===== config.mk =====
export PLATFORM = sky130hd
export DESIGN_NAME = samr_modpipe
export DESIGN_NICKNAME = d
export VERILOG_FILES = /design/src/samr_pkg.sv /design/src/samr_modpipe.sv
export SDC_FILE = /design/constraint.sdc
export NUM_CORES = 1
export LEC_CHECK = 0
export ABC_AREA = 0
export BUFFER_PORTS_ARGS = -buffer_cell sky130_fd_sc_hd__buf_2
export CAP_MARGIN = 20
export CORE_ASPECT_RATIO = 1.75
export CORE_MARGIN = 8
export CORE_UTILIZATION = 50
export CTS_BUF_LIST = sky130_fd_sc_hd__clkbuf_2 sky130_fd_sc_hd__clkbuf_4 sky130_fd_sc_hd__clkbuf_8
export DETAILED_ROUTE_END_ITERATION = 7
export GPL_TIMING_DRIVEN = 0
export PLACE_DENSITY = 0.67
export SETUP_SLACK_MARGIN = 0.4
export SYNTH_ARGS = -nofsm -noshare
export SYNTH_HDL_FRONTEND = slang
export SYNTH_SLANG_ARGS = --single-unit

===== constraint.sdc =====
create_clock -name clk -period 6.7 [get_ports clk]
set_input_delay 1.34 -clock clk [delete_from_list [all_inputs] [get_ports clk]]
set_output_delay 1.34 -clock clk [all_outputs]
set_load 0.01 [all_outputs]

===== src/samr_pkg.sv =====
// ----------------------------------------------------------------------------
// Saturating audio mix into ring - package
// Sizes, register codes, transfer structures and the arithmetic helpers that
// the mixer modules share.
// ----------------------------------------------------------------------------
`default_nettype none

package samr_pkg;

    localparam int RING_DEPTH  = 4096;
    localparam int ADDR_W      = $clog2(RING_DEPTH);
    localparam int SIZE_W      = $clog2(RING_DEPTH + 1);

    localparam int SAMPLE_W    = 32;
    localparam int START_W     = 12;
    localparam int OFFSET_W    = 13;
    localparam int COUNT_W     = 13;
    localparam int ADDR_OUT_W  = 12;
    localparam int CFG_INDEX_W = 1;
    localparam int CFG_DATA_W  = 13;
    localparam int FMT_W       = 2;
    localparam int RSIZE_W     = 13;
    // Width of sink_start + start_offset, which is fixed by the field widths.
    localparam int SUM_W       = 14;

    typedef logic [CFG_INDEX_W-1:0] reg_index_t;
    localparam reg_index_t REG_FORMAT    = 1'd0;
    localparam reg_index_t REG_RING_SIZE = 1'd1;

    typedef logic [FMT_W-1:0] fmt_t;
    localparam fmt_t FMT_16 = 2'd0;
    localparam fmt_t FMT_24 = 2'd1;
    localparam fmt_t FMT_32 = 2'd2;

    localparam logic [RSIZE_W-1:0] RING_SIZE_RESET = 13'd4096;

    // One input transaction as it travels through the modulo pipeline.
    typedef struct packed {
        logic [SAMPLE_W-1:0] sample;
        logic                first;
        logic [COUNT_W-1:0]  mix_init;
        logic                last;
    } item_t;

    // One resolved ring access, from the address stage to the mix stage.
    typedef struct packed {
        logic [ADDR_W-1:0]   addr;
        logic                mixed;
        logic                last;
        logic [SAMPLE_W-1:0] sample;
    } wr_req_t;

    // Status of the address sequencer.
    typedef struct packed {
        logic clearing;
        logic reducing;
    } seq_stat_t;

    // Ring size in use: zero counts as one, anything above the depth is clipped.
    function automatic logic [SIZE_W-1:0] eff_size(logic [RSIZE_W-1:0] v);
        if (v == '0)
            return SIZE_W'(1);
        if (int'(v) > RING_DEPTH)
            return SIZE_W'(RING_DEPTH);
        return SIZE_W'(v);
    endfunction

    // One step of a restoring remainder: shift in a bit, subtract if it fits.
    function automatic logic [SIZE_W-1:0] mod_step(logic [SIZE_W-1:0] rem, logic b,
                                                   logic [SIZE_W-1:0] size);
        logic [SIZE_W:0] t;
        t = {rem, b};
        if (t >= {1'b0, size})
            t = t - {1'b0, size};
        return t[SIZE_W-1:0];
    endfunction

    // Saturating sum of two samples at the width chosen by the format.
    function automatic logic [SAMPLE_W-1:0] sat_mix(fmt_t fmt, logic [SAMPLE_W-1:0] a,
                                                    logic [SAMPLE_W-1:0] b);
        logic signed [SAMPLE_W:0] ea;
        logic signed [SAMPLE_W:0] eb;
        logic signed [SAMPLE_W:0] s;
        logic signed [SAMPLE_W:0] hi;
        logic signed [SAMPLE_W:0] lo;
        case (fmt)
            FMT_16:
            begin
                ea = (SAMPLE_W+1)'(signed'(a[15:0]));
                eb = (SAMPLE_W+1)'(signed'(b[15:0]));
                hi = (SAMPLE_W+1)'(32'sd32767);
                lo = (SAMPLE_W+1)'(-32'sd32768);
            end
            FMT_24:
            begin
                ea = (SAMPLE_W+1)'(signed'(a[23:0]));
                eb = (SAMPLE_W+1)'(signed'(b[23:0]));
                hi = (SAMPLE_W+1)'(32'sd8388607);
                lo = (SAMPLE_W+1)'(-32'sd8388608);
            end
            default:
            begin
                ea = (SAMPLE_W+1)'(signed'(a));
                eb = (SAMPLE_W+1)'(signed'(b));
                hi = (SAMPLE_W+1)'(32'sh7FFFFFFF);
                lo = -(SAMPLE_W+1)'(33'sh080000000);
            end
        endcase
        s = ea + eb;
        if (s > hi)
            s = hi;
        else if (s < lo)
            s = lo;
        return s[SAMPLE_W-1:0];
    endfunction

    // Value stored when a sample is copied rather than mixed.
    function automatic logic [SAMPLE_W-1:0] copy_val(fmt_t fmt, logic [SAMPLE_W-1:0] a);
        if (fmt == FMT_16)
            return {{(SAMPLE_W-16){a[15]}}, a[15:0]};
        return a;
    endfunction

endpackage

`default_nettype wire


===== src/samr_modpipe.sv =====
// ----------------------------------------------------------------------------
// Saturating audio mix into ring - modulo pipeline
// Reduces sink_start + start_offset modulo the ring size, one dividend bit
// per stage, while every transaction travels through in order.
// ----------------------------------------------------------------------------
`default_nettype none

module samr_modpipe
    import samr_pkg::*;
(
    input  wire logic              clk,
    input  wire logic              rst_n,
    input  wire logic              adv,
    input  wire logic              load,
    input  wire item_t             load_item,
    input  wire logic [SUM_W-1:0]  load_sum,
    input  wire logic [SIZE_W-1:0] ring_size,
    output logic                   d_valid,
    output item_t                  d_item,
    output logic [ADDR_W-1:0]      d_rem
);

    logic              v_reg   [SUM_W];
    item_t             item_reg[SUM_W];
    logic [SIZE_W-1:0] rem_reg [SUM_W];
    logic [SUM_W-1:0]  dvd_reg [SUM_W];

    always_ff @(posedge clk or negedge rst_n)
    begin
        if (!rst_n)
        begin
            for (int k = 0; k < SUM_W; k++)
            begin
                v_reg[k] <= 1'b0;
            end
        end
        else if (adv)
        begin
            v_reg[0] <= load;
            for (int k = 1; k < SUM_W; k++)
            begin
                v_reg[k] <= v_reg[k-1];
            end
        end
    end

    always_ff @(posedge clk)
    begin
        if (adv)
        begin
            item_reg[0] <= load_item;
            rem_reg[0]  <= mod_step('0, load_sum[SUM_W-1], ring_size);
            dvd_reg[0]  <= load_sum << 1;
            for (int k = 1; k < SUM_W; k++)
            begin
                item_reg[k] <= item_reg[k-1];
                rem_reg[k]  <= mod_step(rem_reg[k-1], dvd_reg[k-1][SUM_W-1], ring_size);
                dvd_reg[k]  <= dvd_reg[k-1] << 1;
            end
        end
    end

    assign d_valid = v_reg[SUM_W-1];
    assign d_item  = item_reg[SUM_W-1];
    // The remainder is below the ring size, so it fits a ring address.
    assign d_rem   = ADDR_W'(rem_reg[SUM_W-1]);

endmodule

`default_nettype wire


Word level (Yosys, flattened, before mapping)
Memory sizes are Yosys's and may differ from the RTL's.
Index checks and enable logic that the tools add are counted.
{"block": "op_classes", "order_cmp": 14, "n_addsub": 14, "n_mux": 30}
{"cell": "two-way mux 13 bit", "n": 28}
{"cell": ">= comparator 14 x 13 -> 1 bit", "n": 13}
{"cell": "subtractor 13 bit", "n": 13}
{"cell": ">= comparator 1 x 13 -> 1 bit", "n": 1}
{"cell": "subtractor 1 x 13 -> 13 bit", "n": 1}
{"cell": "two-way mux 1 bit", "n": 2}
{"block": "totals", "reg_bits": 14, "n_memories": 3, "elab_cells": 75, "ram_bits": 1022}
{"name": "item_reg", "words": 14, "word_bits": 47, "rd": 14, "rd_clocked_by_memory_dff": 0, "write_ports": 14, "line_no": "samr_modpipe.sv:24", "text": "item_t item_reg[SUM_W];"}
{"name": "dvd_reg", "words": 14, "word_bits": 13, "rd": 13, "rd_clocked_by_memory_dff": 0, "write_ports": 14, "line_no": "samr_modpipe.sv:26", "text": "logic [SUM_W-1:0] dvd_reg [SUM_W];"}
{"name": "rem_reg", "words": 14, "word_bits": 13, "rd": 14, "rd_clocked_by_memory_dff": 0, "write_ports": 14, "line_no": "samr_modpipe.sv:25", "text": "logic [SIZE_W-1:0] rem_reg [SUM_W];"}

Depth between registers and ports, before layout
An unclocked memory read counts as a cell.
{"block": "depth", "depth_word": 4, "ltp_mapped": 11}

Worst setup path after synthesis
No wires, ideal clock.
{"block": "synth_path", "path_type": "input to register", "start": "input port ring_size[2]", "end": "memory rem_reg[1][69] (netlist bit), data pin", "path_buffers": 1, "setup_slack_ps": 2838, "path_stages": 10, "setup_ps": 260, "t_arrival_ps": 3602, "path_cell_list": "inv_1 ha_1 and2b_1 o31ai_2 a21oi_2 o21ai_1 a21oi_1 a2111oi_4 buf_6 mux2_2"}
{"item": "start, declared", "line_no": "samr_modpipe.sv:17", "text": "input wire logic [SIZE_W-1:0] ring_size,"}
{"item": "end, declared", "line_no": "samr_modpipe.sv:25"}

==> results_dict.tcl <==
set metrics [dict create \
    avgViaCountPerCell 5.283 \
    die_w_um 227.2 \
    clockRootBuffer "clkbuf_8" \
    final_common_cell "edfxtp_1" \
    skew_ns 0.02549 \
    cts_tree "yes" \
    hold_class "register to register" \
    die_h_um 385.5 \
    initial_core_util_pct 50.43 \
    pre_cts_slack_ns 1.333 \
    crit_type "primary input to register" \
    relSlewSlack_pct 30.87 \
    numClockSinks 944 \
    grt_pass1_vias 21250 \
    setup_slack_ns 2.103 \
    drv_cap 0 \
    crit_required_ns 7.24 \
    p_per_area_nw_per_um2 400.1 \
    syn_nets 2605 \
    worst_pin_slew_ns 1.028 \
    vdd_drop_max_uv 242.2 \
    end_kind "register" \
    crit_fanout 13 \
    syn2layout_area_growth_pct 12.34 \
    dr.pass1.iters 5 \
    grt_pass1_wl_mm 101.9 \
    setup_viol 0 \
    antenna_found_initial 3 \
    routabilityCongestion 0.9002 \
    synth_xor_area_share_pct 2.627 \
    drc_errors 0 \
    synth_compound_area_share_pct 6.886 \
    synth_top_family_by_area "compound AO/OA/AOI/OAI gates" \
    worstPathArrival_ns 5.14 \
    synth-warning-count 0 \
    async_reset_ff_share_pct 1.483 \
    dp_hpwl_mm 44.80 \
    cts_hold_buffers 0 \
    synthCells 2343 \
    cp-start-kind "primary input" \
    drive_above_1_share_pct 21.64 \
    finalHoldViolations 0 \
    ant_nets 0 \
    clk_latency_ns 0.78 \
    finalSetupTns_ns 0 \
    gr-usage-all-layers_pct 14.83 \
    wl_per_cell_um 17.44 \
    synth.area.mux_share_pct 4.715 \
    rsz0062_at_grt "false" \
    whs_ns 0.3977 \
    pin_count 138 \
    die-area_um2 87570 \
    slew_violations 0 \
    synth_cell_type_count 84 \
    synthAdderAreaFrac_pct 6.151 \
    ctsResizeCount 0 \
    vias 19870 \
    yosys.area_share.simple_pct 4.965 \
    final_cell_mix "930 x edfxtp_1, 171 x ha_1, 139 x buf_2" \
    ys.flop_type "edfxtp_1" \
    drt_iter0_drc 972 \
    max_freq_mhz 217.5 \
    cts_setup_buffers 0 \
    fin_crit_sh_pct 68.62 \
    gr-total-overflow 0 \
    cts.clk_slew.worst_paths_ns 0.06 \
    syn_area_um2 39010 \
    cts.htree.levels 4 \
    synth-edff-count 930 \
    core_area_um2 77360 \
    portBuffers 137 \
    drt-total-wl_mm 65.60 \
    seq_area_frac_synth_pct 72.48 \
    final_nets 2886 \
    synth_seq_cells 944 \
    rows 135 \
    nFillCells 6033 \
    grt_max_degree 140 \
    power.leakage_nw 16.35 \
    largest_reg_flops 658 \
    status "completed" \
    fin_crit_ns 4.597 \
    cts_buffer_depth 3 \
    syn_area_per_cell_um2 16.65 \
    numCtsBuffers 135 \
]
## where the power goes
group	internal, W	total (W)	switching, W	leakage (nW)
registers	0.00761	0.00792	0.000317	9.26
clock network	0.00225	0.00438	0.00212	1.39
logic	0.00246	0.00523	0.00277	5.69
total	0.0123	0.0175	0.00521	16.3
## stage by stage
stage	power [W]	instances	utilization, %	instance area [um2]
after global placement	0.01316	3507	52.98	40980
after detailed placement	0.01324	3514	53.24	41190
final	0.01753	3761	56.65	43830
after global routing	0.01848	3761	56.65	43830
after CTS	0.01771	3758	56.64	43820
after floorplan	0.01190	2343	-	39010
## routing by layer
metal	GRT usage, %	vias up	wire (um)
met3	3.691	215	2884
met2	27.78	460	35770
met5	0	-	0
li1	-	9611	-
met1	13.70	9582	22990
met4	10.34	0	3956
## worst paths after layout
| path | cells past startpoint | slack [ns] | start | end |
|---|---|---|---|---|
| setup / recovery | 11 | 2.10 | ring_size[2] | rem_reg[1][35] |
| hold / removal | 0 | 0.40 | item_reg[0][308] | item_reg[0][355] |
| setup reg to reg | 11 | 2.90 | dvd_reg[1][25] | rem_reg[1][35] |
| hold reg to reg | 0 | 0.40 | item_reg[0][308] | item_reg[0][355] |
| max in group asynchronous | 1 | 6.02 | rst_n | v_reg[2] |
| min in group asynchronous | 1 | 0.44 | rst_n | d_valid |
## area by class of cell
type | count | area, um2 | share of cell area [%]
Timing Repair Buffer | 144 | 888.4 | 2.027
Inverter | 72 | 270.3 | 0.6166
Clock buffer | 185 | 2252 | 5.139
Sequential cell | 944 | 28280 | 64.52
Antenna cell | 3 | 7.507 | 0.01713
Clock inverter | 59 | 381.6 | 0.8707
Tap cell | 1027 | 1285 | 2.932
Multi-Input combinational cell | 1244 | 9887 | 22.56
Buffer | 83 | 578.1 | 1.319
## logic make-up (layout without fill, tap and decap cells)
kind of cell               after synthesis  after routing
muxes                                  164            164
DFF                                    944            944
and+or+nand+nor                        387            387
adders and majority gates              184            184
buffers and inverters                  155            543
AOI/OAI and AO/OA                      392            392
other                                    0              3
xor gates and xnor gates               117            117
## critical path, stage by stage
cell and delay (ns):
buf_2 0.12, inv_1 0.47, ha_1 0.40, nor2b_1 0.16
o21ai_1 0.23, a21oi_1 0.16, nor3_2 0.47, o21ai_0 0.40
a21oi_1 0.69, buf_4 0.34, mux2_2 0.35
## cells in the mapped netlist, types with 14 or more instances
master	count	area [um2]
a21o_1	57	427.9
a21oi_1	95	475.5
buf_4	66	495.5
dfrtp_1	14	350.3
edfxtp_1	930	27930
ha_1	171	2140
inv_1	72	270.3
mux2_2	125	1408
mux2i_1	30	300.3
nand2_1	54	202.7
nand2b_1	18	112.6
nand3_1	24	120.1
nand4_1	26	162.7
nor2_1	137	514.2
nor2b_1	34	212.7
nor3_1	33	165.2
o21a_1	29	217.7
o21ai_0	65	325.3
o31ai_1	14	105.1
xnor2_1	78	683.2
xor2_1	39	341.6
Note: power is estimated with default switching activity, not from simulation.
