**config.mk**
```make
export PLATFORM = sky130hd
export DESIGN_NAME = samr_mix
export DESIGN_NICKNAME = d
export VERILOG_FILES = /design/src/samr_pkg.sv /design/src/samr_mix.sv
export SDC_FILE = /design/constraint.sdc
export NUM_CORES = 1
export LEC_CHECK = 0
export BUFFER_PORTS_ARGS = -buffer_cell sky130_fd_sc_hd__buf_2
export CAP_MARGIN = 0
export CORE_MARGIN = 2
export CORE_UTILIZATION = 55
export CTS_CLUSTER_SIZE = 24
export DETAILED_ROUTE_END_ITERATION = 12
export GPL_ROUTABILITY_DRIVEN = 0
export MAX_ROUTING_LAYER = met4
export PLACE_DENSITY = 0.85
export SLEW_MARGIN = 20
export SYNTH_ARGS = -nofsm -noshare
export SYNTH_HDL_FRONTEND = slang
export SYNTH_SLANG_ARGS = --single-unit
```
**constraint.sdc**
```tcl
create_clock -name clk -period 7.64 [get_ports clk]
set_input_delay 0.382 -clock clk [delete_from_list [all_inputs] [get_ports clk]]
set_output_delay 0.382 -clock clk [all_outputs]
set_load 0.02 [all_outputs]
```
**src/samr_pkg.sv**
```systemverilog
// ----------------------------------------------------------------------------
// Saturating audio mix into ring - package
// Sizes, register codes, transfer structures and the arithmetic helpers that
// the mixer modules share.
// ----------------------------------------------------------------------------
`default_nettype none

package samr_pkg;

    localparam int RING_DEPTH  = 4096;
    localparam int ADDR_W      = $clog2(RING_DEPTH);
    localparam int SIZE_W      = $clog2(RING_DEPTH + 1);

    localparam int SAMPLE_W    = 32;
    localparam int START_W     = 12;
    localparam int OFFSET_W    = 13;
    localparam int COUNT_W     = 13;
    localparam int ADDR_OUT_W  = 12;
    localparam int CFG_INDEX_W = 1;
    localparam int CFG_DATA_W  = 13;
    localparam int FMT_W       = 2;
    localparam int RSIZE_W     = 13;
    // Width of sink_start + start_offset, which is fixed by the field widths.
    localparam int SUM_W       = 14;

    typedef logic [CFG_INDEX_W-1:0] reg_index_t;
    localparam reg_index_t REG_FORMAT    = 1'd0;
    localparam reg_index_t REG_RING_SIZE = 1'd1;

    typedef logic [FMT_W-1:0] fmt_t;
    localparam fmt_t FMT_16 = 2'd0;
    localparam fmt_t FMT_24 = 2'd1;
    localparam fmt_t FMT_32 = 2'd2;

    localparam logic [RSIZE_W-1:0] RING_SIZE_RESET = 13'd4096;

    // One input transaction as it travels through the modulo pipeline.
    typedef struct packed {
        logic [SAMPLE_W-1:0] sample;
        logic                first;
        logic [COUNT_W-1:0]  mix_init;
        logic                last;
    } item_t;

    // One resolved ring access, from the address stage to the mix stage.
    typedef struct packed {
        logic [ADDR_W-1:0]   addr;
        logic                mixed;
        logic                last;
        logic [SAMPLE_W-1:0] sample;
    } wr_req_t;

    // Status of the address sequencer.
    typedef struct packed {
        logic clearing;
        logic reducing;
    } seq_stat_t;

    // Ring size in use: zero counts as one, anything above the depth is clipped.
    function automatic logic [SIZE_W-1:0] eff_size(logic [RSIZE_W-1:0] v);
        if (v == '0)
            return SIZE_W'(1);
        if (int'(v) > RING_DEPTH)
            return SIZE_W'(RING_DEPTH);
        return SIZE_W'(v);
    endfunction

    // One step of a restoring remainder: shift in a bit, subtract if it fits.
    function automatic logic [SIZE_W-1:0] mod_step(logic [SIZE_W-1:0] rem, logic b,
                                                   logic [SIZE_W-1:0] size);
        logic [SIZE_W:0] t;
        t = {rem, b};
        if (t >= {1'b0, size})
            t = t - {1'b0, size};
        return t[SIZE_W-1:0];
    endfunction

    // Saturating sum of two samples at the width chosen by the format.
    function automatic logic [SAMPLE_W-1:0] sat_mix(fmt_t fmt, logic [SAMPLE_W-1:0] a,
                                                    logic [SAMPLE_W-1:0] b);
        logic signed [SAMPLE_W:0] ea;
        logic signed [SAMPLE_W:0] eb;
        logic signed [SAMPLE_W:0] s;
        logic signed [SAMPLE_W:0] hi;
        logic signed [SAMPLE_W:0] lo;
        case (fmt)
            FMT_16:
            begin
                ea = (SAMPLE_W+1)'(signed'(a[15:0]));
                eb = (SAMPLE_W+1)'(signed'(b[15:0]));
                hi = (SAMPLE_W+1)'(32'sd32767);
                lo = (SAMPLE_W+1)'(-32'sd32768);
            end
            FMT_24:
            begin
                ea = (SAMPLE_W+1)'(signed'(a[23:0]));
                eb = (SAMPLE_W+1)'(signed'(b[23:0]));
                hi = (SAMPLE_W+1)'(32'sd8388607);
                lo = (SAMPLE_W+1)'(-32'sd8388608);
            end
            default:
            begin
                ea = (SAMPLE_W+1)'(signed'(a));
                eb = (SAMPLE_W+1)'(signed'(b));
                hi = (SAMPLE_W+1)'(32'sh7FFFFFFF);
                lo = -(SAMPLE_W+1)'(33'sh080000000);
            end
        endcase
        s = ea + eb;
        if (s > hi)
            s = hi;
        else if (s < lo)
            s = lo;
        return s[SAMPLE_W-1:0];
    endfunction

    // Value stored when a sample is copied rather than mixed.
    function automatic logic [SAMPLE_W-1:0] copy_val(fmt_t fmt, logic [SAMPLE_W-1:0] a);
        if (fmt == FMT_16)
            return {{(SAMPLE_W-16){a[15]}}, a[15:0]};
        return a;
    endfunction

endpackage

`default_nettype wire

```
**src/samr_mix.sv**
```systemverilog
// ----------------------------------------------------------------------------
// Saturating audio mix into ring - mix stage
// Takes the stored value from the ring read, forwards a write to the same
// entry made in the read cycle, forms the saturated or copied value, writes
// it back and holds the result in the output register.
// ----------------------------------------------------------------------------
`default_nettype none

module samr_mix
    import samr_pkg::*;
(
    input  wire logic                  clk,
    input  wire logic                  rst_n,
    input  wire fmt_t                  fmt,
    input  wire logic                  issue_valid,
    input  wire wr_req_t               issue_req,
    input  wire logic [SAMPLE_W-1:0]   rdata,
    input  wire logic                  out_ready,
    output logic                       adv,
    output logic                       ram_we,
    output logic [ADDR_W-1:0]          ram_waddr,
    output logic [SAMPLE_W-1:0]        ram_wdata,
    output logic                       out_valid,
    output logic [ADDR_OUT_W-1:0]      address,
    output logic [SAMPLE_W-1:0]        value,
    output logic                       was_mixed,
    output logic                       run_end
);

    logic                  m_valid_reg;
    wr_req_t               m_req_reg;
    logic                  fwd_hit_reg;
    logic [SAMPLE_W-1:0]   fwd_data_reg;
    logic                  out_valid_reg;
    logic [ADDR_OUT_W-1:0] address_reg;
    logic [SAMPLE_W-1:0]   value_reg;
    logic                  was_mixed_reg;
    logic                  run_end_reg;

    logic [SAMPLE_W-1:0]   stored;
    logic [SAMPLE_W-1:0]   result;
    logic                  fwd_hit_next;

    always_comb
    begin
        adv    = !out_valid_reg || out_ready;
        stored = fwd_hit_reg ? fwd_data_reg : rdata;
        if (m_req_reg.mixed)
            result = sat_mix(fmt, m_req_reg.sample, stored);
        else
            result = copy_val(fmt, m_req_reg.sample);
        // The RAM returns old data when the entry is written in the read cycle.
        fwd_hit_next = m_valid_reg && issue_valid && (issue_req.addr == m_req_reg.addr);
        ram_we    = adv && m_valid_reg;
        ram_waddr = m_req_reg.addr;
        ram_wdata = result;
    end

    always_ff @(posedge clk or negedge rst_n)
    begin
        if (!rst_n)
        begin
            m_valid_reg   <= 1'b0;
            out_valid_reg <= 1'b0;
        end
        else if (adv)
        begin
            m_valid_reg   <= issue_valid;
            out_valid_reg <= m_valid_reg;
        end
    end

    always_ff @(posedge clk)
    begin
        if (adv)
        begin
            m_req_reg    <= issue_req;
            fwd_hit_reg  <= fwd_hit_next;
            fwd_data_reg <= result;
            if (m_valid_reg)
            begin
                address_reg   <= ADDR_OUT_W'(m_req_reg.addr);
                value_reg     <= result;
                was_mixed_reg <= m_req_reg.mixed;
                run_end_reg   <= m_req_reg.last;
            end
        end
    end

    assign out_valid = out_valid_reg;
    assign address   = address_reg;
    assign value     = value_reg;
    assign was_mixed = was_mixed_reg;
    assign run_end   = run_end_reg;

endmodule

`default_nettype wire

```
# After elaboration in Yosys (flattened, before gate mapping)
# Cells that the tools add are included.
# Widths: inputs -> output; s select.
[word_totals] input_bits=84 ram_bits=0 wordCells=40 out_inout_bits=93 romBits=0 latchBits=0 memories=0 ff_bits=127
[op_classes] mux=16 n_shift=0 reduce_logical=7 n_eq_ne=2 bitwise=0 n_div=0 order_cmp=2 add_sub_neg=1 multipliers=0
[ops] cell="$mux 32" n=6
[ops] cell="$mux 33" n=4
[ops] cell="$pmux 33 s2" n=2
[ops] cell="$pmux 31 s2" n=2
[ops] cell="$add 33x33->33" n=1
[ops] cell="$gt 33x33->1" n=1
[ops] cell="$lt 33x33->1" n=1
[ops] cell="$eq 12x12->1" n=1
[ops] cell="$logic_and 1x1->1" n=3
[ops] cell="$eq 2x1->1 const B" n=1
[ops] cell="$logic_not 2->1" n=1
[ops] cell="$mux 1" n=2
[ops] cell="$reduce_and 2->1" n=1
[ops] cell="$logic_not 1->1" n=1
[ops] cell="$logic_or 1x1->1" n=1

# Longest topological paths before layout
[logic_depth] depth_word=8 ltp_mapped=29 ltp_nobuf=26

# Worst setup path before layout
# OpenSTA, ideal clock, no wires.
[synth_path] path_kind="input-to-output" startpoint="in fmt[1]" endpoint="out ram_wdata[28]" path_buffers=3 arrival_ps=6175 required_ps=7258 cell_stages=28 path_slack_ps=1083 cell_sequence="or2_2 inv_1 and2_1 clkbuf_1 clkbuf_1 a21o_1 ha_1 a21o_1 a31o_1 a41o_1 a21oi_2 o31ai_1 a21o_1 a21oi_1 xnor2_1 ha_1 or4_1 nor2_1 and3_1 nand3_1 nor4_1 and4_1 nand4_1 o2bb2ai_2 o21ai_4 buf_6 a21oi_1 a221oi_1"
[synth_via] elab_chain_cells=8
[synth_lines] item="from (decl)" line_no="samr_mix.sv:14" rtl="input wire fmt_t fmt,"
[synth_lines] item="$eq 2x1->1 or $logic_not 2->1 (tied branches)" line_no="samr_pkg.sv:86, samr_pkg.sv:119"
[synth_lines] item="$pmux 33 s2" line_no="samr_pkg.sv:86" rtl="case (fmt)"
[synth_lines] item="$mux 33" line_no="samr_mix.sv:48" rtl="if (m_req_reg.mixed)"
[synth_lines] item="$add 33x33->33" line_no="samr_pkg.sv:109" rtl="s = ea + eb;"
[synth_lines] item="$lt 33x33->1" line_no="samr_pkg.sv:112" rtl="else if (s < lo)"
[synth_lines] item="$mux 32" line_no="samr_pkg.sv:112"
[synth_lines] item="$mux 32" line_no="samr_pkg.sv:110" rtl="if (s > hi)"
[synth_lines] item="$mux 32 *" line_no="samr_mix.sv:48"
[synth_lines] item="to (decl)" line_no="samr_mix.sv:22" rtl="output logic [SAMPLE_W-1:0] ram_wdata,"
# Every way passes the cells marked *; elsewhere a longest branch is shown, timed or not. The select of a mux whose other input is x is not followed.

# Worst setup path in the final report
[layout_path] startpoint="reg fwd_hit_reg" endpoint="out ram_wdata[28]"
[layout_via] elab_chain_cells=8
[layout_lines] item="from (decl)" line_no="samr_mix.sv:32" rtl="logic fwd_hit_reg;"
[layout_lines] item="from (signal assigned)" line_no="samr_mix.sv:78" rtl="fwd_hit_reg <= fwd_hit_next;"
[layout_lines] item="$mux 32 *" line_no="samr_mix.sv:47" rtl="stored = fwd_hit_reg ? fwd_data_reg : rdata;"
[layout_lines] item="$pmux 33 s2 *" line_no="samr_pkg.sv:86"
[layout_lines] item="$mux 33 *" line_no="samr_mix.sv:48"
[layout_lines] item="$add 33x33->33 *" line_no="samr_pkg.sv:109"
[layout_lines] item="$lt 33x33->1" line_no="samr_pkg.sv:112"
[layout_lines] item="$mux 32" line_no="samr_pkg.sv:112"
[layout_lines] item="$mux 32 *" line_no="samr_pkg.sv:110"
[layout_lines] item="$mux 32 *" line_no="samr_mix.sv:48"
# Marks and branches as above.

==> results.yml <==
outcome:
  status: "finished, final reports clean"
power_and_ir_drop:
  pwr-share-clk_pct: 25.7
  power_mw: 3.08
  p_sw_mw: 1.20
  comb_power_share_pct: 42.8
  switching_share_pct: 39.0
  p_leak_nw: 3.94
  ir_drop_mv: 0.223
  power.internal_mw: 1.88
  seq_power_share_pct: 31.5
  p_per_area_mw_per_mm2: 327
yosys:
  synthTopCellsByArea: "edfxtp_1 (48%), ha_1 (10%), a21oi_1 (4.8%)"
  yosysTopAreaCell: "edfxtp_1"
  yosysWarningCount: 0
  syn_area_mm2: 0.00778
  synth_ff_type: "edfxtp_1"
  ys_ff_latch: 127
  synth_cell_types: 72
  synth_top_area_share_pct: 48.3
  ys_seq_area_share_pct: 48.9
  syn_avg_cell_area_um2: 11.4
  syn-num-nets: 830
  synthCells: 681
  synth-edff-count: 125
  synthArstFlopShare_pct: 1.57
detailed_routing:
  num_vias: 6244
  vias_per_cell: 5.96
  drtAntennaViolNets: 0
  drtIter0Drc: 533
  drcViolationCount: 0
  dr.pass1.iters: 7
  routedWlPerCell_um: 18.7
  drt_wl_total_mm: 19.6
critical_path:
  r2r-start: "fwd_hit_reg"
  critPathKind: "flip-flop to output port"
  crit_arrival_ns: 6.79
  ff2ff_setup_slack_ns: 1.24
  path_max_fanout: 19
  r2r-end: "value[21]"
  reg2reg_depth: 25
  end_kind: "output port"
  startpoint_type: "flip-flop"
  crit_required_ns: 7.26
final_layout:
  fin_util_pct: 68.2
  instances_no_fill: 1048
  final_common_cell: "buf_2"
  area_growth_pct: 21.2
  drive_above_1_share_pct: 30.5
  finalInstanceArea_mm2: 0.00943
  fillers: 1022
  nets: 1004
  largest_reg_flops: 34
  final_cell_mix: "buf_2 (176), edfxtp_1 (125), a21oi_1 (74)"
  num_antenna_cells: 0
placed_design:
  dp_hpwl_mm: 14.2
  pre_cts_ws_ns: 0.837
  numPlacedInstances: 1015
  place_area_mm2: 0.00880
  port-buffer-count: 176
floorplanning:
  dieHeight_um: 123
  ioPinCount: 177
  die_w_um: 123
  start_util_pct: 56.2
  coreArea_mm2: 0.0138
  rows: 43
  fp.dieArea_mm2: 0.0151
sta:
  finalHoldViolCount: 0
  finalCriticalPeriod_ns: 7.17
  slew_headroom_pct: 29.0
  drv_slew: 0
  tightest_slew_ns: 1.07
  fin_crit_sh_pct: 93.8
  fin_skew_ns: 0.0101
  setup_ws_ns: 0.472
  setup_viol: 0
  fmax_mhz: 140
hold_path:
  hold-path-cell-count: 1
  hold_path_class: "input pin to flip-flop"
  min-delay-start: "issue_req[11]"
  hold_path_end: "m_req_reg[11]"
clock_tree:
  post_cts_buffers: 0
  cts.clk_slew.worst_paths_ns: 0.06
  numClockSinks: 127
  insertion_delay_ns: 0.43
  htree_levels: 4
  cts-root-buf: "clkbuf_16"
  clock_path_buffers: 2
  cts_tree: "built"
  numCtsBuffers: 17
grt:
  grt_first_pass_wirelength_mm: 30.3
  antenna_found_initial: 0
  grt_pass1_vias: 6051
  track_usage_pct: 27.2
  grt_max_degree: 83
  grt-ovfl-total: 0
flow_run:
  drv_cap: 0
==> synthesized netlist by cell type (all sizes together), types with 3 or more instances <==
master and number:
o21a 8, nor2 42, a21o 26, or2 3, and2 5, nand3 12, o221ai 3, inv 23
nor2b 7, a2bb2oi 7, a31o 3, edfxtp 125, o211ai 11, nand2 28, a221oi 6, nor4 3
xor2 10, mux2 17, buf 19, o31ai 5, ha 64, xnor2 28, a211oi 12, nand4 7
clkbuf 19, o21bai 8, and3 6, a31oi 13, mux2i 17, nand2b 5, a21oi 77, nor3 8
o21ai 24
==> cells by family (layout without fill, tap and decap cells) <==
kind of cell	Yosys count	after routing	synth area share (%)
compound gates	223	223	19.4
simple gates	133	133	8.42
flops	127	127	48.9
fa+ha+maj	65	65	10.6
buf+inv	61	248	3.81
xor+xnor	38	38	4.28
mux	34	34	4.65
==> layout make-up <==
class	count	area, µm²	area share, %
Clock inverter	12	126	1.34
Tap cell	180	225	2.39
Multi-Input combinational cell	493	3710	39.4
Timing Repair Buffer	193	1010	10.8
Inverter	23	86.3	0.916
Clock buffer	20	457	4.85
Sequential cell	127	3800	40.4
==> power by group through the flow <==
stage / registers (mW) / logic (mW) / clock network (mW)
2_1_floorplan: 1.03 / 0.892 / 0
3_3_place_gp: 0.979 / 1.25 / 0
3_5_place_dp: 0.983 / 1.28 / 0
4_1_cts: 0.971 / 1.29 / 0.800
5_1_grt: 0.984 / 1.44 / 0.824
6_report: 0.970 / 1.32 / 0.793
==> worst max path at each step <==
stage,to,cells past startpoint,slack (ns),from
final,ram_wdata[28],27,0.47,fwd_hit_reg
after global routing,ram_wdata[28],27,-0.02,fwd_hit_reg
after CTS,ram_wdata[28],27,0.35,fwd_hit_reg
after detailed placement,ram_wdata[28],27,0.84,fwd_hit_reg
after global placement,ram_wdata[28],27,1.06,fwd_hit_reg
after floorplan,ram_wdata[28],28,1.08,fmt[1]
==> through the flow <==
step                setup TNS, ns  hold WS (ns)
floorplan                       0        0.0864
detailed placement              0         0.168
global placement                0         0.169
finish                          0         0.123
global route              -0.0237         0.113
CTS                             0         0.109
==> layer usage <==
| metal | track usage [%] | share of wire [%] | up-vias | routed length (µm) |
|---|---|---|---|---|
| met2 | 42.8 | 49 | 318 | 9490 |
| met3 | 6.27 | 7.7 | 43 | 1510 |
| met5 | - | 0 | - | 0 |
| met4 | 12.0 | 2.1 | 0 | 413 |
| met1 | 33.6 | 42 | 2926 | 8140 |
| li1 | - | - | 2957 | - |
==> repair_timing <==
item / 4_1_cts / 5_1_grt
setup endpoints to repair: 0 / 7
resized for setup: 0 / 6
hold endpoints to repair: 2 / 0
hold buffers: 1 / 0
==> worst max-delay path, stage by stage, from the launching register on <==
cell	delay (ns)
edfxtp_1	0.44
buf_6	0.28
mux2_2	0.41
nor2_1	0.13
a21oi_1	0.06
ha_1	0.38
a21o_1	0.22
a31o_1	0.19
a41o_1	0.22
a21oi_2	0.15
o31ai_1	0.12
a21o_1	0.19
a21oi_1	0.18
xnor2_1	0.21
ha_1	0.31
or4_1	0.52
nor2_1	0.14
and3_1	0.19
nand3_1	0.08
nor4_1	0.18
and4_1	0.22
nand4_1	0.15
o2bb2ai_2	0.20
o21ai_4	0.21
buf_4	0.28
a21oi_1	0.12
a221oi_2	0.33
buf_2	0.23
(Power assumes the default switching activity.)
