**src/samr_pkg.sv**
```systemverilog
// ----------------------------------------------------------------------------
// Saturating audio mix into ring - package
// Sizes, register codes, transfer structures and the arithmetic helpers that
// the mixer modules share.
// ----------------------------------------------------------------------------
`default_nettype none

package samr_pkg;

    localparam int RING_DEPTH  = 4096;
    localparam int ADDR_W      = $clog2(RING_DEPTH);
    localparam int SIZE_W      = $clog2(RING_DEPTH + 1);

    localparam int SAMPLE_W    = 32;
    localparam int START_W     = 12;
    localparam int OFFSET_W    = 13;
    localparam int COUNT_W     = 13;
    localparam int ADDR_OUT_W  = 12;
    localparam int CFG_INDEX_W = 1;
    localparam int CFG_DATA_W  = 13;
    localparam int FMT_W       = 2;
    localparam int RSIZE_W     = 13;
    // Width of sink_start + start_offset, which is fixed by the field widths.
    localparam int SUM_W       = 14;

    typedef logic [CFG_INDEX_W-1:0] reg_index_t;
    localparam reg_index_t REG_FORMAT    = 1'd0;
    localparam reg_index_t REG_RING_SIZE = 1'd1;

    typedef logic [FMT_W-1:0] fmt_t;
    localparam fmt_t FMT_16 = 2'd0;
    localparam fmt_t FMT_24 = 2'd1;
    localparam fmt_t FMT_32 = 2'd2;

    localparam logic [RSIZE_W-1:0] RING_SIZE_RESET = 13'd4096;

    // One input transaction as it travels through the modulo pipeline.
    typedef struct packed {
        logic [SAMPLE_W-1:0] sample;
        logic                first;
        logic [COUNT_W-1:0]  mix_init;
        logic                last;
    } item_t;

    // One resolved ring access, from the address stage to the mix stage.
    typedef struct packed {
        logic [ADDR_W-1:0]   addr;
        logic                mixed;
        logic                last;
        logic [SAMPLE_W-1:0] sample;
    } wr_req_t;

    // Status of the address sequencer.
    typedef struct packed {
        logic clearing;
        logic reducing;
    } seq_stat_t;

    // Ring size in use: zero counts as one, anything above the depth is clipped.
    function automatic logic [SIZE_W-1:0] eff_size(logic [RSIZE_W-1:0] v);
        if (v == '0)
            return SIZE_W'(1);
        if (int'(v) > RING_DEPTH)
            return SIZE_W'(RING_DEPTH);
        return SIZE_W'(v);
    endfunction

    // One step of a restoring remainder: shift in a bit, subtract if it fits.
    function automatic logic [SIZE_W-1:0] mod_step(logic [SIZE_W-1:0] rem, logic b,
                                                   logic [SIZE_W-1:0] size);
        logic [SIZE_W:0] t;
        t = {rem, b};
        if (t >= {1'b0, size})
            t = t - {1'b0, size};
        return t[SIZE_W-1:0];
    endfunction

    // Saturating sum of two samples at the width chosen by the format.
    function automatic logic [SAMPLE_W-1:0] sat_mix(fmt_t fmt, logic [SAMPLE_W-1:0] a,
                                                    logic [SAMPLE_W-1:0] b);
        logic signed [SAMPLE_W:0] ea;
        logic signed [SAMPLE_W:0] eb;
        logic signed [SAMPLE_W:0] s;
        logic signed [SAMPLE_W:0] hi;
        logic signed [SAMPLE_W:0] lo;
        case (fmt)
            FMT_16:
            begin
                ea = (SAMPLE_W+1)'(signed'(a[15:0]));
                eb = (SAMPLE_W+1)'(signed'(b[15:0]));
                hi = (SAMPLE_W+1)'(32'sd32767);
                lo = (SAMPLE_W+1)'(-32'sd32768);
            end
            FMT_24:
            begin
                ea = (SAMPLE_W+1)'(signed'(a[23:0]));
                eb = (SAMPLE_W+1)'(signed'(b[23:0]));
                hi = (SAMPLE_W+1)'(32'sd8388607);
                lo = (SAMPLE_W+1)'(-32'sd8388608);
            end
            default:
            begin
                ea = (SAMPLE_W+1)'(signed'(a));
                eb = (SAMPLE_W+1)'(signed'(b));
                hi = (SAMPLE_W+1)'(32'sh7FFFFFFF);
                lo = -(SAMPLE_W+1)'(33'sh080000000);
            end
        endcase
        s = ea + eb;
        if (s > hi)
            s = hi;
        else if (s < lo)
            s = lo;
        return s[SAMPLE_W-1:0];
    endfunction

    // Value stored when a sample is copied rather than mixed.
    function automatic logic [SAMPLE_W-1:0] copy_val(fmt_t fmt, logic [SAMPLE_W-1:0] a);
        if (fmt == FMT_16)
            return {{(SAMPLE_W-16){a[15]}}, a[15:0]};
        return a;
    endfunction

endpackage

`default_nettype wire

```
**src/samr_seq.sv**
```systemverilog
// ----------------------------------------------------------------------------
// Saturating audio mix into ring - address sequencer
// Resolves the ring position and mix decision of each transaction, keeps the
// write index and remaining mix count, runs the clearing pass after reset and
// re-reduces the write index after the ring size changes.
// ----------------------------------------------------------------------------
`default_nettype none

module samr_seq
    import samr_pkg::*;
(
    input  wire logic              clk,
    input  wire logic              rst_n,
    input  wire logic              adv,
    input  wire logic              d_valid,
    input  wire item_t             d_item,
    input  wire logic [ADDR_W-1:0] d_rem,
    input  wire logic [SIZE_W-1:0] ring_size,
    input  wire logic              reduce_start,
    output logic                   issue_valid,
    output wr_req_t                issue_req,
    output logic                   clr_we,
    output logic [ADDR_W-1:0]      clr_addr,
    output seq_stat_t              stat
);

    localparam int RCNT_W = $clog2(ADDR_W + 1);

    logic [ADDR_W-1:0]  idx_reg;
    logic [ADDR_W-1:0]  idx_next;
    logic [COUNT_W-1:0] mix_rem_reg;
    logic [COUNT_W-1:0] mix_rem_next;
    logic               clearing_reg;
    logic [ADDR_W-1:0]  clr_cnt_reg;
    logic               reducing_reg;
    logic [RCNT_W-1:0]  red_cnt_reg;
    logic [SIZE_W-1:0]  red_rem_reg;
    logic [SIZE_W-1:0]  red_step;

    logic [ADDR_W-1:0]  addr;
    logic [COUNT_W-1:0] rem_cnt;
    logic               mixed;
    logic [SIZE_W-1:0]  addr_inc;

    always_comb
    begin
        addr         = d_item.first ? d_rem : idx_reg;
        rem_cnt      = d_item.first ? d_item.mix_init : mix_rem_reg;
        mixed        = (rem_cnt != '0);
        mix_rem_next = mixed ? rem_cnt - COUNT_W'(1) : rem_cnt;
        addr_inc     = SIZE_W'(addr) + SIZE_W'(1);
        idx_next     = (addr_inc == ring_size) ? '0 : ADDR_W'(addr_inc);
        red_step     = mod_step(red_rem_reg, idx_reg[ADDR_W-1], ring_size);

        issue_valid      = adv && d_valid;
        issue_req.addr   = addr;
        issue_req.mixed  = mixed;
        issue_req.last   = d_item.last;
        issue_req.sample = d_item.sample;
    end

    // Position and mix count; a size change shifts the index through a
    // restoring remainder, one bit per cycle, while no transaction is taken.
    always_ff @(posedge clk or negedge rst_n)
    begin
        if (!rst_n)
        begin
            idx_reg      <= '0;
            mix_rem_reg  <= '0;
            reducing_reg <= 1'b0;
            red_cnt_reg  <= '0;
            red_rem_reg  <= '0;
        end
        else if (reduce_start)
        begin
            reducing_reg <= 1'b1;
            red_cnt_reg  <= '0;
            red_rem_reg  <= '0;
        end
        else if (reducing_reg)
        begin
            red_rem_reg <= red_step;
            red_cnt_reg <= red_cnt_reg + RCNT_W'(1);
            if (red_cnt_reg == RCNT_W'(ADDR_W - 1))
            begin
                idx_reg      <= ADDR_W'(red_step);
                reducing_reg <= 1'b0;
            end
            else
            begin
                idx_reg <= idx_reg << 1;
            end
        end
        else if (issue_valid)
        begin
            idx_reg     <= idx_next;
            mix_rem_reg <= mix_rem_next;
        end
    end

    always_ff @(posedge clk or negedge rst_n)
    begin
        if (!rst_n)
        begin
            clearing_reg <= 1'b1;
            clr_cnt_reg  <= '0;
        end
        else if (clearing_reg)
        begin
            clr_cnt_reg <= clr_cnt_reg + ADDR_W'(1);
            if (clr_cnt_reg == ADDR_W'(RING_DEPTH - 1))
            begin
                clearing_reg <= 1'b0;
            end
        end
    end

    assign clr_we        = clearing_reg;
    assign clr_addr      = clr_cnt_reg;
    assign stat.clearing = clearing_reg;
    assign stat.reducing = reducing_reg;

endmodule

`default_nettype wire

```
**config.mk**
```make
export PLATFORM = sky130hd
export DESIGN_NAME = samr_seq
export DESIGN_NICKNAME = d
export VERILOG_FILES = /design/src/samr_pkg.sv /design/src/samr_seq.sv
export SDC_FILE = /design/constraint.sdc
export NUM_CORES = 1
export LEC_CHECK = 0
export BUFFER_PORTS_ARGS = -buffer_cell sky130_fd_sc_hd__buf_2
export CELL_PAD_IN_SITES_DETAIL_PLACEMENT = 0
export CELL_PAD_IN_SITES_GLOBAL_PLACEMENT = 2
export CORE_MARGIN = 2
export CORE_UTILIZATION = 31
export DETAILED_ROUTE_END_ITERATION = 12
export GPL_TIMING_DRIVEN = 0
export PLACE_DENSITY_LB_ADDON = 0.25
export REMOVE_ABC_BUFFERS = 1
export SLEW_MARGIN = 5
export SYNTH_ARGS = -nofsm -noshare
export SYNTH_HDL_FRONTEND = slang
export SYNTH_SLANG_ARGS = --single-unit
export TNS_END_PERCENT = 100
```
**constraint.sdc**
```tcl
create_clock -name clk -period 4.2 [get_ports clk]
set_input_delay 0 -clock clk [delete_from_list [all_inputs] [get_ports clk]]
set_output_delay 0 -clock clk [all_outputs]
set_load 0.03 [all_outputs]
```
After elaboration in Yosys (flattened, before gate mapping)
Cells that the tools add are included.
{ "word_totals": {"register_bits": 56, "latchBits": 0, "mem_bits_rw": 0, "mem_bits_ro": 0, "input_bits": 77, "out_inout_bits": 62, "word_cells": 41, "n_memories": 0} }
{ "classes": {"addsub": 5, "n_mul": 0, "n_div": 0, "n_lt_le_gt_ge": 1, "eq_ne": 3, "shift": 0, "n_mux": 17, "n_bitwise": 2, "reduce_logical": 6} }
{ "op_table": {"columns": ["cell", "n"], "rows": [
  ["13-bit 2-to-1 mux", 5],
  ["12-bit 2-to-1 mux", 5],
  ["14-bit by 13-bit greater-or-equal comparator with 1-bit output", 1],
  ["12-bit by 1-bit adder with 13-bit output, second input constant", 1],
  ["13-bit == test", 1],
  ["13-bit nonzero test", 1],
  ["13-bit by 1-bit subtractor with 13-bit output, second input constant", 1],
  ["13-bit subtractor", 1],
  ["12-bit by 1-bit adder with 12-bit output, second input constant", 1],
  ["12-bit == test, second input constant", 1],
  ["4-bit 2-to-1 mux", 2],
  ["1-bit 2-to-1 mux", 5],
  ["4-bit by 1-bit adder with 4-bit output, second input constant", 1],
  ["4-bit == test, second input constant", 1],
  ["2-bit nonzero test", 2],
  ["3-bit AND reduction", 1],
  ["1-bit NOT", 2],
  ["2-bit AND reduction", 1],
  ["1-bit logical AND", 1]
]} }

Depth between registers and ports, before layout
{ "logic_depth": {"depth_word": 6, "depth_mapped": 16} }

Least setup slack after synthesis
Ideal clock, no wire load.
{ "synth_timing": {"path_type": "in2reg", "from": "input port d_item[14] in the netlist's numbering", "to": "register idx_reg[3]", "setup_ns": 0.141, "t_arrival_ns": 3.178, "path_slack_ns": 0.881, "path_stages": 16, "path_buffers": 6, "path_cell_list": "buf_6 -> buf_6 -> buf_2 -> buf_1 -> clkbuf_1 -> mux2_2 -> ha_1 -> nand4b_1 -> a211oi_2 -> xor2_1 -> xnor2_1 -> nor4_2 -> a41oi_2 -> buf_6 -> a22oi_1 -> a31oi_1"} }
{ "synth_rtl": {"columns": ["item", "line", "text"], "rows": [
  ["start: declaration", "samr_seq.sv:16", "input wire item_t d_item,"],
  ["end signal: assignment", "samr_seq.sv:86", "idx_reg <= ADDR_W'(red_step);"],
  ["end signal: assignment", "samr_seq.sv:91", "idx_reg <= idx_reg << 1;"],
  ["end signal: assignment", "samr_seq.sv:96", "idx_reg <= idx_next;"],
  ["end: declaration", "samr_seq.sv:29", "logic [ADDR_W-1:0] idx_reg;"]
]} }

Worst setup path after layout
{ "layout_timing": {"from": "register idx_reg[11]", "to": "register idx_reg[0]"} }
{ "layout_via": {"elab_chain_len": 6, "word_cells_on_any_way": 10, "cone_classes": "add/sub: 2; order compare: 1; eq/ne: 1; mux: 6"} }
{ "layout_lines": {"columns": ["item", "line", "text"], "rows": [
  ["12-bit 2-to-1 mux", "samr_seq.sv:47", "addr = d_item.first ? d_rem : idx_reg;"],
  ["12-bit by 1-bit adder with 13-bit output", "samr_seq.sv:51", "addr_inc = SIZE_W'(addr) + SIZE_W'(1);"],
  ["13-bit == test", "samr_seq.sv:52", "idx_next = (addr_inc == ring_size) ? '0 : ADDR_W'(addr_inc);"],
  ["12-bit 2-to-1 mux", "samr_seq.sv:52", null],
  ["12-bit 2-to-1 mux", "samr_seq.sv:94", "else if (issue_valid)"],
  ["12-bit 2-to-1 mux (*)", "samr_seq.sv:80", "else if (reducing_reg)"]
]} }
Mark *: on every way between the ends. The rest lies on a longest branch, timed or not. The select of a mux whose other input is x is not followed.
A chain may end at the register's enable or synchronous reset.

==> summary.txt <==
Status
  – Run status: complete, no violations

STA
  – Final period util: between 90% and 100%
  – RSZ-0062 raised after global routing: false
  – Final hold viol count: 0
  – Setup TNS Final: 0 ps
  – Minimum hold slack: a little under 0.2 ps
  – Slew HR: between 10% and 20%
  – Post-route minimum period: 3810 ps
  – Worst slew pin tran: around 1200 ps
  – Slew Limit Fails: 0
  – Skew final: roughly 4.6 ps
  – Final setup vio count: 0
  – Fmax: 0.262 GHz

Global routing
  – Vias in the first global route: 3,747
  – Global-route wire length before repair: approximately 21,000 um
  – Top Usage Layer GRT: met1
  – Largest net degree at the start of global routing: 81
  – Met1 Use GR: 24.7%
  – Initial antenna violation count: 0
  – Total gr overflow: 0
  – Grt met2 use: ~23%
  – Routing usage on met3: under 10%
  – Tot GR Track Use: ~17%

Critical path
  – Critical R2R Capture: idx_reg[0]
  – Crit path DAT: a little over 4000 ps
  – CP Capture Type: flip-flop
  – Reg2reg start: idx_reg[11]
  – Kind of critical path: flip-flop to flip-flop
  – R2r setup slk: 390 ps
  – Critical Path Source: idx_reg[11]
  – Worst Setup Start Kind: flip-flop
  – End point of the critical path: idx_reg[0]
  – Crit-path max FO: 14
  – R2r worst-path depth: 12
  – Data required, critical path: between 4000 and 5000 ps

Die
  – Core outline area: around 0.015 mm^2
  – Row cnt: 45
  – Initial core utilization: a little under a third
  – Die area: 0.0162 mm^2
  – Die extent in x: about 130 um
  – Die Ht: between 100 and 150 um
  – Top-Level Pins: 139

Logic synthesis
  – Number of library cell types mapped by synthesis: 58
  – Top FF cell, synth: dfrtp_1
  – Register area share after synthesis: roughly 30%
  – Post-synth EDFFs: 0
  – Synth warn: 0
  – Seq cells post-synth: 56
  – Cells after synthesis: 549
  – Asr flop ratio synth: between 90% and 100%
  – Synthesized area per cell: ~8.6 um^2
  – Cell Area, Synth: 0.00472 mm^2

Routing
  – 1st-iter DRT viols: 265
  – Drt drc: 0
  – Via/cell ratio: 5.29
  – Drt pass-1 iters: 5
  – WL per Instance: 17.5 um
  – DRT Wirelength: 13,400 um
  – Vias: between 4,000 and 5,000
  – DRT antenna net count: 0

Power and ir drop
  – Leak pwr: around 0.0024 uW
  – Final Power: approximately 2200 uW
  – Clk pwr share: between 20% and 30%
  – Comb pwr share: between 40% and 50%
  – Peak VDD IR: around 0.17 mV
  – Sequential share of power: approximately 32%
  – P per Cell Area: 421 mW/mm^2
  – Sw Ratio: about two fifths
  – Int Pwr: ~1300 uW
  – Psw: 880 uW

Clock tree
  – CTS tree: built
  – Total CTS buffers: 5
  – Max clock buf depth: 2
  – H-tree depth: 2
  – Clock Latency Late Sink: around 310 ps
  – Clock slew at reported path FFs: roughly 80 ps
  – Post-CTS Setup Bufs: 0
  – CTS sink count: 56
  – Post_cts resized: 0
  – Root Buffer Master: clkbuf_16

Final layout
  – Fillcell total: between 1,500 and 2,000
  – Final instance area: around 0.005 mm^2
  – Share of layout cells above drive strength 1: about a fifth
  – Commonest non-fill, non-tap cell in the layout: buf_2
  – Layout Area Growth over Synthesis: 9.04%
  – Most frequent cells in the layout: buf_2 (70), dfrtp_1 (55), nor2_1 (54)
  – Antenna Cells: 0
  – Fin cells: 764
  – NumNets Final: between 600 and 700

Placement
  – Placed Area: ~0.0050 mm^2
  – Placed cells: about 750
  – Post-DP HPWL: approximately 10000 um
  – Port Buffers: slightly above 70
  – GPL Wtd Cong: ~0.83

Hold path
  – Min-Delay Path Class: input pin to output port

Run
  – Max-capacitance violation count: 0
## logic make-up (layout without fill, tap and decap cells)
logic type,count (synthesis),count (layout),share of synthesized area (%)
mux,31,31,6.78
compound gates,128,128,18.3
flops,56,56,29.7
xor+xnor,56,56,11.3
simple gates,173,173,18.7
buf+inv,87,114,10.4
fa+ha+maj,18,18,4.93
## cells in the mapped netlist (5+ instances only)
library cell	n	area (um^2)
nand3_1	12	60.1
nor3_1	10	50.1
xnor2_1	35	307
nand4_1	9	56.3
buf_4	37	278
nand2_1	35	131
inv_1	31	116
ha_1	17	213
a22oi_1	21	158
a31oi_1	13	81.3
dfrtp_1	55	1380
nor2_1	54	203
xor2_1	18	158
a21oi_1	23	115
mux2i_1	23	230
or2_2	9	56.3
mux2_2	8	90.1
a211oi_1	14	105
nor2b_1	13	81.3
nand3b_1	5	37.5
clkbuf_1	11	41.3
o21ai_0	32	160
## through the flow
stage	util, %	setup slack [ps]
floorplan	-	921
global placement	32.9	-60.2
detailed placement	33.1	247
CTS	34.2	397
global route	34.2	74.8
finish	34.2	390
## area by class of cell
cell class | instances | area [um^2] | area share, %
Multi-Input combinational cell | 406 | 2840 | 55.2
Sequential cell | 56 | 1400 | 27.2
Timing Repair Buffer | 75 | 397 | 7.70
Tap cell | 188 | 235 | 4.57
Clock buffer | 5 | 125 | 2.43
Inverter | 31 | 116 | 2.26
Clock inverter | 3 | 28.8 | 0.559
## power by group through the flow
stage               registers (uW)  clock network (uW)  logic, uW
finish                         697                 468       1000
global route                   712                 514       1110
CTS                            697                 494       1010
detailed placement             707                   0        998
global placement               702                   0        991
floorplan                      680                   0        754
## worst min path at each step
stage / from / endpoint / slack [ps] / cells past startpoint
after floorplan: rst_n / clr_addr[0] / -300 / 0
after global placement: d_item[24] / issue_req[9] / 0.3 / 0
after detailed placement: d_item[24] / issue_req[9] / 0.3 / 0
after CTS: d_item[24] / issue_req[9] / 0.3 / 0
after global routing: d_item[24] / issue_req[9] / 0.2 / 0
final: d_item[20] / issue_req[5] / 0.2 / 0
## worst max-delay path: stages (launching register included)
cell and delay (ps):
dfrtp_1 430, inv_1 130, ha_1 190, inv_1 60
fa_1 430, a211oi_1 330, o21ai_0 150, a31oi_1 360
a21oi_1 180, nor3_4 690, mux2i_1 440, a22oi_1 160
a21oi_1 180
## routing by layer
| metal | routed length, um | part of all wire, % |
|---|---|---|
| met1 | 6720 | 50 |
| met2 | 5410 | 40 |
| met3 | 1110 | 8.3 |
| met4 | 133 | 0.99 |
| met5 | 0 | 0 |
## repair_timing
action	in CTS	in global routing
endpoints found under the hold margin	56	0
hold buffers	2	0
endpoints found under the setup margin	0	0
(Power assumes the default switching activity.)
